File: config.mk
export PLATFORM = sky130hd
export DESIGN_NAME = gpio_debounce_and_output_pattern_flat
export DESIGN_NICKNAME = d
export VERILOG_FILES = /design/src/hw/rtl/gdop_pkg.sv /design/src/hw/rtl/gdop_in_if.sv /design/src/hw/rtl/gdop_out_if.sv /design/src/hw/rtl/gpio_debounce_and_output_pattern.sv /design/src/hw/rtl/gdop_phase.sv /design/src/hw/rtl/gdop_lane.sv /design/src/flat_wrapper.sv
export SDC_FILE = /design/constraint.sdc
export NUM_CORES = 2
export LEC_CHECK = 0
export BUFFER_PORTS_ARGS = -buffer_cell sky130_fd_sc_hd__buf_2
export CAP_MARGIN = 5
export CORE_MARGIN = 4
export CORE_UTILIZATION = 40
export DETAILED_ROUTE_END_ITERATION = 12
export GPL_TIMING_DRIVEN = 0
export PLACE_DENSITY_LB_ADDON = 0.3
export SLEW_MARGIN = 10
export SYNTH_ARGS = -nofsm -noshare
export SYNTH_HDL_FRONTEND = slang
export SYNTH_SLANG_ARGS = --single-unit
File: constraint.sdc
create_clock -name i_clk -period 21.7 [get_ports i_clk]
set_input_delay 5.425 -clock i_clk [delete_from_list [all_inputs] [get_ports i_clk]]
set_output_delay 5.425 -clock i_clk [all_outputs]
set_load 0.02 [all_outputs]
File: src/hw/rtl/gdop_pkg.sv
// Shared constants and types for the GPIO debounce and output pattern block.
// No dependencies; every other file refers to this package by scoped names.
package gdop_pkg;

    localparam int PIN_COUNT  = 16;
    localparam int WORD_W     = 16;
    localparam int LANE_COUNT = (PIN_COUNT > WORD_W) ? WORD_W : PIN_COUNT;

    localparam int TIME_W  = 32;
    localparam int MODE_W  = 3;
    localparam int MODES_W = 48;
    localparam int CFG_IDX_W  = 2;
    localparam int CFG_DATA_W = 48;

    // Configuration register indexes
    localparam logic [CFG_IDX_W-1:0] CFG_INPUT_MASK  = 2'd0;
    localparam logic [CFG_IDX_W-1:0] CFG_OUTPUT_MODES = 2'd1;
    localparam logic [CFG_IDX_W-1:0] CFG_SETTLE_MS   = 2'd2;

    localparam logic [WORD_W-1:0]  INPUT_MASK_RST  = 16'hFFFF;
    localparam logic [MODES_W-1:0] OUTPUT_MODES_RST = 48'h0;
    localparam logic [WORD_W-1:0]  SETTLE_MS_RST   = 16'd50;

    // Per-pin output modes
    localparam logic [MODE_W-1:0] MODE_NONE       = 3'd0;
    localparam logic [MODE_W-1:0] MODE_OFF        = 3'd1;
    localparam logic [MODE_W-1:0] MODE_ON         = 3'd2;
    localparam logic [MODE_W-1:0] MODE_BLINK_SLOW = 3'd3;
    localparam logic [MODE_W-1:0] MODE_BLINK_FAST = 3'd4;

    // Blink phase = parity of now/500 and now/200.
    // now/500 = (now>>2)/125, exact via reciprocal 2^37/125 rounded up.
    // now/200 = (now>>3)/25,  exact via reciprocal 2^34/25 rounded up.
    localparam int SLOW_X_W     = 30;
    localparam int SLOW_SHIFT   = 37;
    localparam int SLOW_PROD_W  = 61;
    localparam logic [30:0] SLOW_RECIP = 31'd1099511628;
    localparam int FAST_X_W     = 29;
    localparam int FAST_SHIFT   = 34;
    localparam int FAST_PROD_W  = 59;
    localparam logic [29:0] FAST_RECIP = 30'd687194768;

    // Per-lane item slice
    typedef struct packed {
        logic                 step;
        logic                 is_input;
        logic [MODE_W-1:0]    mode;
        logic                 sample;
        logic                 wr_mask;
        logic                 wr_value;
    } t_lane_in;

    // Per-lane result
    typedef struct packed {
        logic latch;
        logic stable;
        logic change;
        logic press;
    } t_lane_res;

endpackage

File: src/hw/rtl/gdop_in_if.sv
// Input channel: one tick transaction (time, pin sample, software writes).
// Depends on gdop_pkg for widths.
interface gdop_in_if;
    logic                            valid;
    logic                            ready;
    logic [gdop_pkg::TIME_W-1:0]     now_ms;
    logic                            sample_valid;
    logic [gdop_pkg::WORD_W-1:0]     gpio_sample;
    logic [gdop_pkg::WORD_W-1:0]     write_mask;
    logic [gdop_pkg::WORD_W-1:0]     write_values;

    modport source (output valid, now_ms, sample_valid, gpio_sample, write_mask,
                    write_values, input ready);
    modport sink   (input valid, now_ms, sample_valid, gpio_sample, write_mask,
                    write_values, output ready);
endinterface

File: src/hw/rtl/gdop_out_if.sv
// Output channel: one result transaction per tick.
// Depends on gdop_pkg for widths.
interface gdop_out_if;
    logic                        valid;
    logic                        ready;
    logic [gdop_pkg::WORD_W-1:0] latch_word;
    logic [gdop_pkg::WORD_W-1:0] stable_levels;
    logic [gdop_pkg::WORD_W-1:0] change_events;
    logic [gdop_pkg::WORD_W-1:0] press_events;

    modport source (output valid, latch_word, stable_levels, change_events,
                    press_events, input ready);
    modport sink   (input valid, latch_word, stable_levels, change_events,
                    press_events, output ready);
endinterface

File: src/hw/rtl/gpio_debounce_and_output_pattern.sv
// Top level of the GPIO debounce and output pattern block.
// Depends on gdop_pkg, gdop_in_if, gdop_out_if, gdop_phase and gdop_lane.
//
// Usage
//   i_req  : one transaction per millisecond tick: now_ms, sample_valid,
//            gpio_sample, write_mask, write_values. Taken when valid && ready.
//   o_rsp  : one transaction per tick: latch_word, stable_levels,
//            change_events, press_events, in tick order.
//   i_cfg_*: register write port (0 input_mask, 1 output_modes,
//            2 settle time in ms); index 3 is ignored. Write only while idle.
// Timing
//   Two register stages: the blink phase multipliers, then sixteen pin lanes
//   whose bits are merged into the output register. A taken tick is held in
//   the first stage until the output register frees, then moves into it and
//   is offered on o_rsp; one tick is taken every cycle while the receiver
//   keeps up.
// Reset (synchronous, active low)
//   Empties both stages, restores register defaults, raw and debounced
//   levels all ones, cached sample zero and change timestamps zero.
// Stall
//   While o_rsp is held, the output register keeps its transaction and the
//   first stage can still take one more tick; i_req.ready then drops.
module gpio_debounce_and_output_pattern (
    input  logic                               i_clk,
    input  logic                               i_rst_n,
    gdop_in_if.sink                            i_req,
    gdop_out_if.source                         o_rsp,
    input  logic                               i_cfg_wr_en,
    input  logic [gdop_pkg::CFG_IDX_W-1:0]     i_cfg_index,
    input  logic [gdop_pkg::CFG_DATA_W-1:0]    i_cfg_wdata
);
    // configuration
    logic [gdop_pkg::WORD_W-1:0]  r_input_mask;
    logic [gdop_pkg::MODES_W-1:0] r_output_modes;
    logic [gdop_pkg::WORD_W-1:0]  r_settle_ms;

    // first stage
    logic                         r_s1_valid;
    logic [gdop_pkg::TIME_W-1:0]  r_s1_now;
    logic                         r_s1_sample_valid;
    logic [gdop_pkg::WORD_W-1:0]  r_s1_sample;
    logic [gdop_pkg::WORD_W-1:0]  r_s1_wmask;
    logic [gdop_pkg::WORD_W-1:0]  r_s1_wvals;
    logic                         w_slow_high;
    logic                         w_fast_high;

    // lane stage and output register
    logic [gdop_pkg::WORD_W-1:0]  r_cached;
    logic [gdop_pkg::WORD_W-1:0]  n_cached;
    logic                         r_out_valid;
    logic [gdop_pkg::WORD_W-1:0]  r_out_latch;
    logic [gdop_pkg::WORD_W-1:0]  r_out_stable;
    logic [gdop_pkg::WORD_W-1:0]  r_out_change;
    logic [gdop_pkg::WORD_W-1:0]  r_out_press;
    logic [gdop_pkg::WORD_W-1:0]  n_latch;
    logic [gdop_pkg::WORD_W-1:0]  n_stable;
    logic [gdop_pkg::WORD_W-1:0]  n_change;
    logic [gdop_pkg::WORD_W-1:0]  n_press;

    logic w_advance;
    logic w_take;
    logic w_step;

    gdop_pkg::t_lane_in  w_lane_in  [gdop_pkg::LANE_COUNT];
    gdop_pkg::t_lane_res w_lane_res [gdop_pkg::LANE_COUNT];

    // Handshake: the output register frees when empty or taken.
    assign w_advance   = !r_out_valid || o_rsp.ready;
    assign i_req.ready = !r_s1_valid || w_advance;
    assign w_take      = i_req.valid && i_req.ready;
    assign w_step      = r_s1_valid && w_advance;

    // Configuration writes
    always_ff @(posedge i_clk) begin
        if (!i_rst_n) begin
            r_input_mask   <= gdop_pkg::INPUT_MASK_RST;
            r_output_modes <= gdop_pkg::OUTPUT_MODES_RST;
            r_settle_ms    <= gdop_pkg::SETTLE_MS_RST;
        end else if (i_cfg_wr_en) begin
            case (i_cfg_index)
                gdop_pkg::CFG_INPUT_MASK: begin
                    r_input_mask <= i_cfg_wdata[gdop_pkg::WORD_W-1:0];
                end
                gdop_pkg::CFG_OUTPUT_MODES: begin
                    r_output_modes <= i_cfg_wdata[gdop_pkg::MODES_W-1:0];
                end
                gdop_pkg::CFG_SETTLE_MS: begin
                    r_settle_ms <= i_cfg_wdata[gdop_pkg::WORD_W-1:0];
                end
                default: begin
                end
            endcase
        end
    end

    // First stage: tick payload and blink phases
    always_ff @(posedge i_clk) begin
        if (!i_rst_n) begin
            r_s1_valid <= 1'b0;
        end else if (w_take) begin
            r_s1_valid <= 1'b1;
        end else if (w_advance) begin
            r_s1_valid <= 1'b0;
        end
    end

    always_ff @(posedge i_clk) begin
        if (w_take) begin
            r_s1_now          <= i_req.now_ms;
            r_s1_sample_valid <= i_req.sample_valid;
            r_s1_sample       <= i_req.gpio_sample;
            r_s1_wmask        <= i_req.write_mask;
            r_s1_wvals        <= i_req.write_values;
        end
    end

    gdop_phase u_phase (
        .i_clk       (i_clk),
        .i_load      (w_take),
        .i_now       (i_req.now_ms),
        .o_slow_high (w_slow_high),
        .o_fast_high (w_fast_high)
    );

    // Last good sample stands in for a failed read
    assign n_cached = r_s1_sample_valid ? r_s1_sample : r_cached;

    always_ff @(posedge i_clk) begin
        if (!i_rst_n) begin
            r_cached <= '0;
        end else if (w_step) begin
            r_cached <= n_cached;
        end
    end

    // Pin lanes
    for (genvar g = 0; g < gdop_pkg::LANE_COUNT; g++) begin : g_lane
        assign w_lane_in[g].step     = w_step;
        assign w_lane_in[g].is_input = r_input_mask[g];
        assign w_lane_in[g].mode     = r_output_modes[g*gdop_pkg::MODE_W +: gdop_pkg::MODE_W];
        assign w_lane_in[g].sample   = n_cached[g];
        assign w_lane_in[g].wr_mask  = r_s1_wmask[g];
        assign w_lane_in[g].wr_value = r_s1_wvals[g];

        gdop_lane u_lane (
            .i_clk         (i_clk),
            .i_rst_n       (i_rst_n),
            .i_lane        (w_lane_in[g]),
            .i_now         (r_s1_now),
            .i_settle_ms   (r_settle_ms),
            .i_slow_high   (w_slow_high),
            .i_fast_high   (w_fast_high),
            .o_res         (w_lane_res[g])
        );
    end

    // Merge lane bits into result words; unused pins keep reset levels
    always_comb begin
        n_latch  = '0;
        n_stable = '1;
        n_change = '0;
        n_press  = '0;
        for (int k = 0; k < gdop_pkg::LANE_COUNT; k++) begin
            n_latch[k]  = w_lane_res[k].latch;
            n_stable[k] = w_lane_res[k].stable;
            n_change[k] = w_lane_res[k].change;
            n_press[k]  = w_lane_res[k].press;
        end
    end

    // Output register
    always_ff @(posedge i_clk) begin
        if (!i_rst_n) begin
            r_out_valid <= 1'b0;
        end else if (w_advance) begin
            r_out_valid <= r_s1_valid;
        end
    end

    always_ff @(posedge i_clk) begin
        if (w_step) begin
            r_out_latch  <= n_latch;
            r_out_stable <= n_stable;
            r_out_change <= n_change;
            r_out_press  <= n_press;
        end
    end

    assign o_rsp.valid         = r_out_valid;
    assign o_rsp.latch_word    = r_out_latch;
    assign o_rsp.stable_levels = r_out_stable;
    assign o_rsp.change_events = r_out_change;
    assign o_rsp.press_events  = r_out_press;

`ifndef SYNTHESIS
    // a press is always also a change
    a_press_is_change: assert property (@(posedge i_clk) disable iff (!i_rst_n)
        r_out_valid |-> ((r_out_press & ~r_out_change) == '0))
        else $error("press event without change event");

    // a press leaves the debounced level low
    a_press_low: assert property (@(posedge i_clk) disable iff (!i_rst_n)
        r_out_valid |-> ((r_out_press & r_out_stable) == '0))
        else $error("press event with high debounced level");

    // events only on input pins, whose latch bits are zero
    a_event_latch: assert property (@(posedge i_clk) disable iff (!i_rst_n)
        r_out_valid |-> ((r_out_change & r_out_latch) == '0))
        else $error("change event on a driven pin");

    // a taken tick reaches the first stage
    a_take_fills: assert property (@(posedge i_clk) disable iff (!i_rst_n)
        w_take |=> r_s1_valid)
        else $error("accepted transaction lost in first stage");

    // a held result is not overwritten
    a_hold_out: assert property (@(posedge i_clk) disable iff (!i_rst_n)
        (r_out_valid && !o_rsp.ready) |=> (r_out_valid && $stable(r_out_stable)))
        else $error("stalled result changed");
`endif
endmodule

File: src/hw/rtl/gdop_phase.sv
// Blink phase unit: registers the 500 ms and 200 ms blink levels of a timestamp.
// Depends on gdop_pkg (reciprocal constants).
module gdop_phase (
    input  logic                          i_clk,
    input  logic                          i_load,
    input  logic [gdop_pkg::TIME_W-1:0]   i_now,
    output logic                          o_slow_high,
    output logic                          o_fast_high
);
    logic [gdop_pkg::SLOW_PROD_W-1:0] w_prod_slow;
    logic [gdop_pkg::FAST_PROD_W-1:0] w_prod_fast;
    logic r_slow_high;
    logic r_fast_high;

    assign w_prod_slow = gdop_pkg::SLOW_PROD_W'(i_now[gdop_pkg::TIME_W-1:2])
                       * gdop_pkg::SLOW_PROD_W'(gdop_pkg::SLOW_RECIP);
    assign w_prod_fast = gdop_pkg::FAST_PROD_W'(i_now[gdop_pkg::TIME_W-1:3])
                       * gdop_pkg::FAST_PROD_W'(gdop_pkg::FAST_RECIP);

    // high while the quotient is even
    always_ff @(posedge i_clk) begin
        if (i_load) begin
            r_slow_high <= ~w_prod_slow[gdop_pkg::SLOW_SHIFT];
            r_fast_high <= ~w_prod_fast[gdop_pkg::FAST_SHIFT];
        end
    end

    assign o_slow_high = r_slow_high;
    assign o_fast_high = r_fast_high;
endmodule

File: src/hw/rtl/gdop_lane.sv
// One pin lane: raw level, debounced level and change timestamp of one pin,
// plus its output drive. Depends on gdop_pkg (t_lane_in, t_lane_res, modes).
module gdop_lane (
    input  logic                          i_clk,
    input  logic                          i_rst_n,
    input  gdop_pkg::t_lane_in            i_lane,
    input  logic [gdop_pkg::TIME_W-1:0]   i_now,
    input  logic [gdop_pkg::WORD_W-1:0]   i_settle_ms,
    input  logic                          i_slow_high,
    input  logic                          i_fast_high,
    output gdop_pkg::t_lane_res           o_res
);
    logic                        r_raw;
    logic                        r_stable;
    logic [gdop_pkg::TIME_W-1:0] r_change_time;
    logic                        n_stable;
    logic [gdop_pkg::TIME_W-1:0] n_change_time;
    logic [gdop_pkg::TIME_W-1:0] w_elapsed;
    logic                        w_accept;
    logic                        w_drive;
    logic                        w_drive_level;

    // output drive: mode overrides software write
    always_comb begin
        w_drive       = i_lane.wr_mask;
        w_drive_level = i_lane.wr_value;
        case (i_lane.mode)
            gdop_pkg::MODE_OFF: begin
                w_drive = 1'b1;
                w_drive_level = 1'b0;
            end
            gdop_pkg::MODE_ON: begin
                w_drive = 1'b1;
                w_drive_level = 1'b1;
            end
            gdop_pkg::MODE_BLINK_SLOW: begin
                w_drive = 1'b1;
                w_drive_level = i_slow_high;
            end
            gdop_pkg::MODE_BLINK_FAST: begin
                w_drive = 1'b1;
                w_drive_level = i_fast_high;
            end
            default: begin
                w_drive       = i_lane.wr_mask;
                w_drive_level = i_lane.wr_value;
            end
        endcase
    end

    // debounce
    assign n_change_time = (i_lane.is_input && (i_lane.sample != r_raw)) ? i_now
                                                                        : r_change_time;
    assign w_elapsed = i_now - n_change_time;
    assign w_accept  = i_lane.is_input && (r_stable != i_lane.sample)
                     && (w_elapsed > gdop_pkg::TIME_W'(i_settle_ms));

    always_comb begin
        n_stable = r_stable;
        if (i_lane.is_input) begin
            if (w_accept) begin
                n_stable = i_lane.sample;
            end
        end else if (w_drive) begin
            n_stable = w_drive_level;
        end
    end

    always_ff @(posedge i_clk) begin
        if (!i_rst_n) begin
            r_raw         <= 1'b1;
            r_stable      <= 1'b1;
            r_change_time <= '0;
        end else if (i_lane.step) begin
            r_raw         <= i_lane.sample;
            r_stable      <= n_stable;
            r_change_time <= n_change_time;
        end
    end

    assign o_res.latch  = i_lane.is_input ? 1'b0
                        : (w_drive ? w_drive_level : i_lane.sample);
    assign o_res.stable = n_stable;
    assign o_res.change = w_accept;
    assign o_res.press  = w_accept && !i_lane.sample;
endmodule
File: src/flat_wrapper.sv
// flat-port wrapper written by rule: the top's interface ports become plain ports
module gpio_debounce_and_output_pattern_flat 
  (i_clk, i_rst_n, i_cfg_wr_en, i_cfg_index, i_cfg_wdata, i_req_valid, i_req_now_ms, i_req_sample_valid, i_req_gpio_sample, i_req_write_mask, i_req_write_values, i_req_ready, o_rsp_valid, o_rsp_latch_word, o_rsp_stable_levels, o_rsp_change_events, o_rsp_press_events, o_rsp_ready);
  gdop_in_if i_req_i ();
  gdop_out_if o_rsp_i ();
  input  logic i_clk;
  input  logic i_rst_n;
  input  logic i_cfg_wr_en;
  input  logic [gdop_pkg::CFG_IDX_W-1:0] i_cfg_index;
  input  logic [gdop_pkg::CFG_DATA_W-1:0] i_cfg_wdata;
  input wire logic [$bits(i_req_i.valid)-1:0] i_req_valid;
  input wire logic [$bits(i_req_i.now_ms)-1:0] i_req_now_ms;
  input wire logic [$bits(i_req_i.sample_valid)-1:0] i_req_sample_valid;
  input wire logic [$bits(i_req_i.gpio_sample)-1:0] i_req_gpio_sample;
  input wire logic [$bits(i_req_i.write_mask)-1:0] i_req_write_mask;
  input wire logic [$bits(i_req_i.write_values)-1:0] i_req_write_values;
  output wire logic [$bits(i_req_i.ready)-1:0] i_req_ready;
  output wire logic [$bits(o_rsp_i.valid)-1:0] o_rsp_valid;
  output wire logic [$bits(o_rsp_i.latch_word)-1:0] o_rsp_latch_word;
  output wire logic [$bits(o_rsp_i.stable_levels)-1:0] o_rsp_stable_levels;
  output wire logic [$bits(o_rsp_i.change_events)-1:0] o_rsp_change_events;
  output wire logic [$bits(o_rsp_i.press_events)-1:0] o_rsp_press_events;
  input wire logic [$bits(o_rsp_i.ready)-1:0] o_rsp_ready;
  assign i_req_i.valid = i_req_valid;
  assign i_req_i.now_ms = i_req_now_ms;
  assign i_req_i.sample_valid = i_req_sample_valid;
  assign i_req_i.gpio_sample = i_req_gpio_sample;
  assign i_req_i.write_mask = i_req_write_mask;
  assign i_req_i.write_values = i_req_write_values;
  assign i_req_ready = i_req_i.ready;
  assign o_rsp_valid = o_rsp_i.valid;
  assign o_rsp_latch_word = o_rsp_i.latch_word;
  assign o_rsp_stable_levels = o_rsp_i.stable_levels;
  assign o_rsp_change_events = o_rsp_i.change_events;
  assign o_rsp_press_events = o_rsp_i.press_events;
  assign o_rsp_i.ready = o_rsp_ready;
  gpio_debounce_and_output_pattern u_core (.i_clk(i_clk), .i_rst_n(i_rst_n), .i_req(i_req_i), .o_rsp(o_rsp_i), .i_cfg_wr_en(i_cfg_wr_en), .i_cfg_index(i_cfg_index), .i_cfg_wdata(i_cfg_wdata));
endmodule
==> out/qor.csv <==
stage,metric,value,unit
layout,drive_above_1_share,5.89,%
power_and_ir_drop,max-vdd-ir-drop,268,uV
layout,final_cell_mix,"1186 x nand2_1, 1118 x ha_1, 962 x a21oi_1",
global_routing,grt_max_degree,57,
power_and_ir_drop,p_per_area,100,mW/mm^2
cts,clock_path_buffers,3,
logic_synthesis,synth_warnings,0,
layout,final_common_cell,nand2_1,
logic_synthesis,synth_ff_type,dfxtp_1,
floorplan,die_h,464,um
logic_synthesis,syn_area_per_cell,8.22,sq um
cts,htree_levels,3,
timing,max_freq,83.4,MHz
global_routing,grt_usage,30.0,%
floorplan,die_x,464,um
logic_synthesis,ys_async_sr_fraction,0,%
timing,final-setup-viol-count,0,
cts,path_clk_slew,0.06,ns
timing,finClkSkew,0.0306,ns
floorplan,coreArea,0.207,sq mm
routing,drtIter0Drc,7377,
timing,fin_hold_ws,0.454,ns
layout,areaGrowthSynthToFinish,12.3,%
routing,met1Wirelength,134000,um
floorplan,start_util,40.2,%
cts,cts_tree,yes,
logic_synthesis,synth_area,0.0832,sq mm
place,port_buffers,200,
setup_path,cp-end-kind,flip-flop,
timing,worst_pin_slew,1.47,ns
timing,hold_violations,0,
setup_path,cp_max_fo,13,
routing,ant_nets,0,
layout,top_register,u_core.g_lane.u_lane.r_change_time,
setup_path,critPathRequiredTime,22.22,ns
cts,cts-root-buf,clkbuf_16,
place,dp_hpwl,265000,um
layout,largest_reg_flops,512,
routing,vias,80400,
global_routing,grt_pass1_wl,491000,um
routing,met2_length,148000,um
timing,rsz0062_at_grt,false,
timing,slew_headroom,1.84,%
logic_synthesis,syn-num-nets,11700,
floorplan,dieArea,0.215,sq mm
cts,cts-buffers-inserted,91,
timing,drv_slew,0,
setup_path,cp.arrival,12.52,ns
power_and_ir_drop,leakagePower,39.9,nW
place,gp_congestion,0.973,
timing,tns,0,ns
cts,insertion_delay,0.75,ns
routing,routed_wl,336000,um
logic_synthesis,ys_seq_area_share,20.7,%
routing,drt-pass1-iter-count,6,
logic_synthesis,synth_edf_count,147,
cts,cts.sinks,789,
timing,period_minus_slack,12.00,ns
routing,highest_layer,met5,
routing,vias_per_cell,5.99,
layout,nNetsFinal,12100,
hold_path,hp-class,reg2reg,
global_routing,grt_pass1_vias,77200,
cts,post_cts_resized,0,
cts,postCtsHoldBufs,0,
global_routing,overflow,0,
global_routing,antenna_found_initial,30,
layout,top_regs,"u_core.g_lane.u_lane.r_change_time: 512 flops, u_core.r_output_modes: 48 flops, u_core.r_s1_now: 32 flops",
setup_path,crit_type,in2reg,
flow_run,cap_viol_max_count,0,
logic_synthesis,syn_inst,10100,
routing,drc,0,
routing,wl_met3,28300,um
run_status,status,"finished, final reports clean",
logic_synthesis,ys_types,91,
cts,postCtsSetupBuffers,0,
floorplan,io_pins,202,
routing,routedWlPerCell,25.1,um
floorplan,rows,167,
logic_synthesis,synth-seq-cells,789,
setup_path,start_kind,input pin,
timing,finalCritPeriodShare,55.3,%
-- layout make-up --
type	instances	area (sq um)
Multi-Input combinational cell	8115	61400
Sequential cell	789	17300
Inverter	749	2810
Buffer	469	1810
Clock inverter	59	623
Clock buffer	108	2450
Tap cell	2788	3490
Timing Repair Buffer	314	3530
Antenna cell	18	45.0
Fill cell	20300	114000
-- where the power goes --
group	internal (mW)	switching (mW)	leakage [nW]
Combinational	2.49	3.55	31.7
Sequential	1.61	0.0661	6.67
Clock	0.920	0.714	1.49
Total	5.02	4.33	39.9
-- per-layer routing --
layer,vias to the layer above,GRT usage [%]
li1,37200,-
met1,38700,37.4
met2,3550,47.4
met3,930,5.44
met4,18,19.9
met5,-,0
-- per-stage QoR --
stage	worst slack, ns	instance area [sq um]	instances	util, %	total power, mW
2_1_floorplan	10.50	83200	10100	-	6.01
3_3_place_gp	8.90	87700	13100	42.4	7.50
3_5_place_dp	8.93	90300	13200	43.6	7.68
4_1_cts	9.70	93400	13400	45.1	9.36
5_1_grt	9.57	93400	13400	45.1	10.2
6_report	9.70	93500	13400	45.1	9.35
-- worst max-delay path, stage by stage --
cell	delay [ns]
buf_2	0.44
ha_1	0.41
fa_1	0.48
fa_1	0.55
inv_1	0.05
fa_1	0.52
inv_1	0.06
fa_1	0.52
fa_1	0.45
fa_1	0.55
inv_1	0.05
fa_1	0.51
inv_1	0.04
ha_1	0.29
nand4_1	0.12
nor4_1	0.61
o21ai_0	0.37
nand2_1	0.16
nor2_1	0.05
o21ai_0	0.20
a31oi_1	0.19
xnor2_1	0.43
-- cell families (layout without fill, tap and decap cells) --
kind of cell             count (synthesis)  after routing  share of synthesized area (%)
AO/OA/AOI/OAI                         2731           2731                           20.9
XOR/XNOR                               414            414                           4.36
adder cells (fa/ha/maj)               1483           1483                           25.6
buffers and inverters                 1218           1699                           5.50
flip-flops                             789            789                           20.7
multiplexers                           568            568                           6.88
other                                    0             18                              0
AND/OR/NAND/NOR                       2919           2919                           16.0
-- worst paths after layout --
path	endpoint	start	depth (start not counted)	slack, ns
min reg2reg	u_core.g_lane[8].u_lane.r_change_time[2]	u_core.g_lane[8].u_lane.r_change_time[2]	2	0.45
max reg2reg	u_core.o_rsp.stable_levels[10]	u_core.r_s1_now[1]	29	12.05
min	u_core.g_lane[8].u_lane.r_change_time[2]	u_core.g_lane[8].u_lane.r_change_time[2]	2	0.45
max	u_core.u_phase.o_slow_high	i_req_now_ms[17]	22	9.70
-- cells in the mapped netlist (all sizes together) (53+ instances only) --
cell	number	share of area, %
o21a	102	0.92
a21oi	962	5.8
a31oi	66	0.50
clkbuf	402	1.8
xnor2	275	2.9
o21bai	53	0.48
nor3	117	0.70
o211ai	77	0.69
buf	67	0.31
a21o	251	2.3
and3	67	0.50
edfxtp	147	5.3
nor2	750	3.4
nand4	143	1.1
mux2i	546	6.6
nor2b	96	0.72
dfxtp	642	15
a211oi	360	3.2
fa	365	8.8
nand2	1186	5.3
o21ai	447	2.7
ha	1118	17
inv	749	3.4
nand2b	90	0.68
nand3	166	1.0
xor2	139	1.5
(Power assumes the default switching activity.)
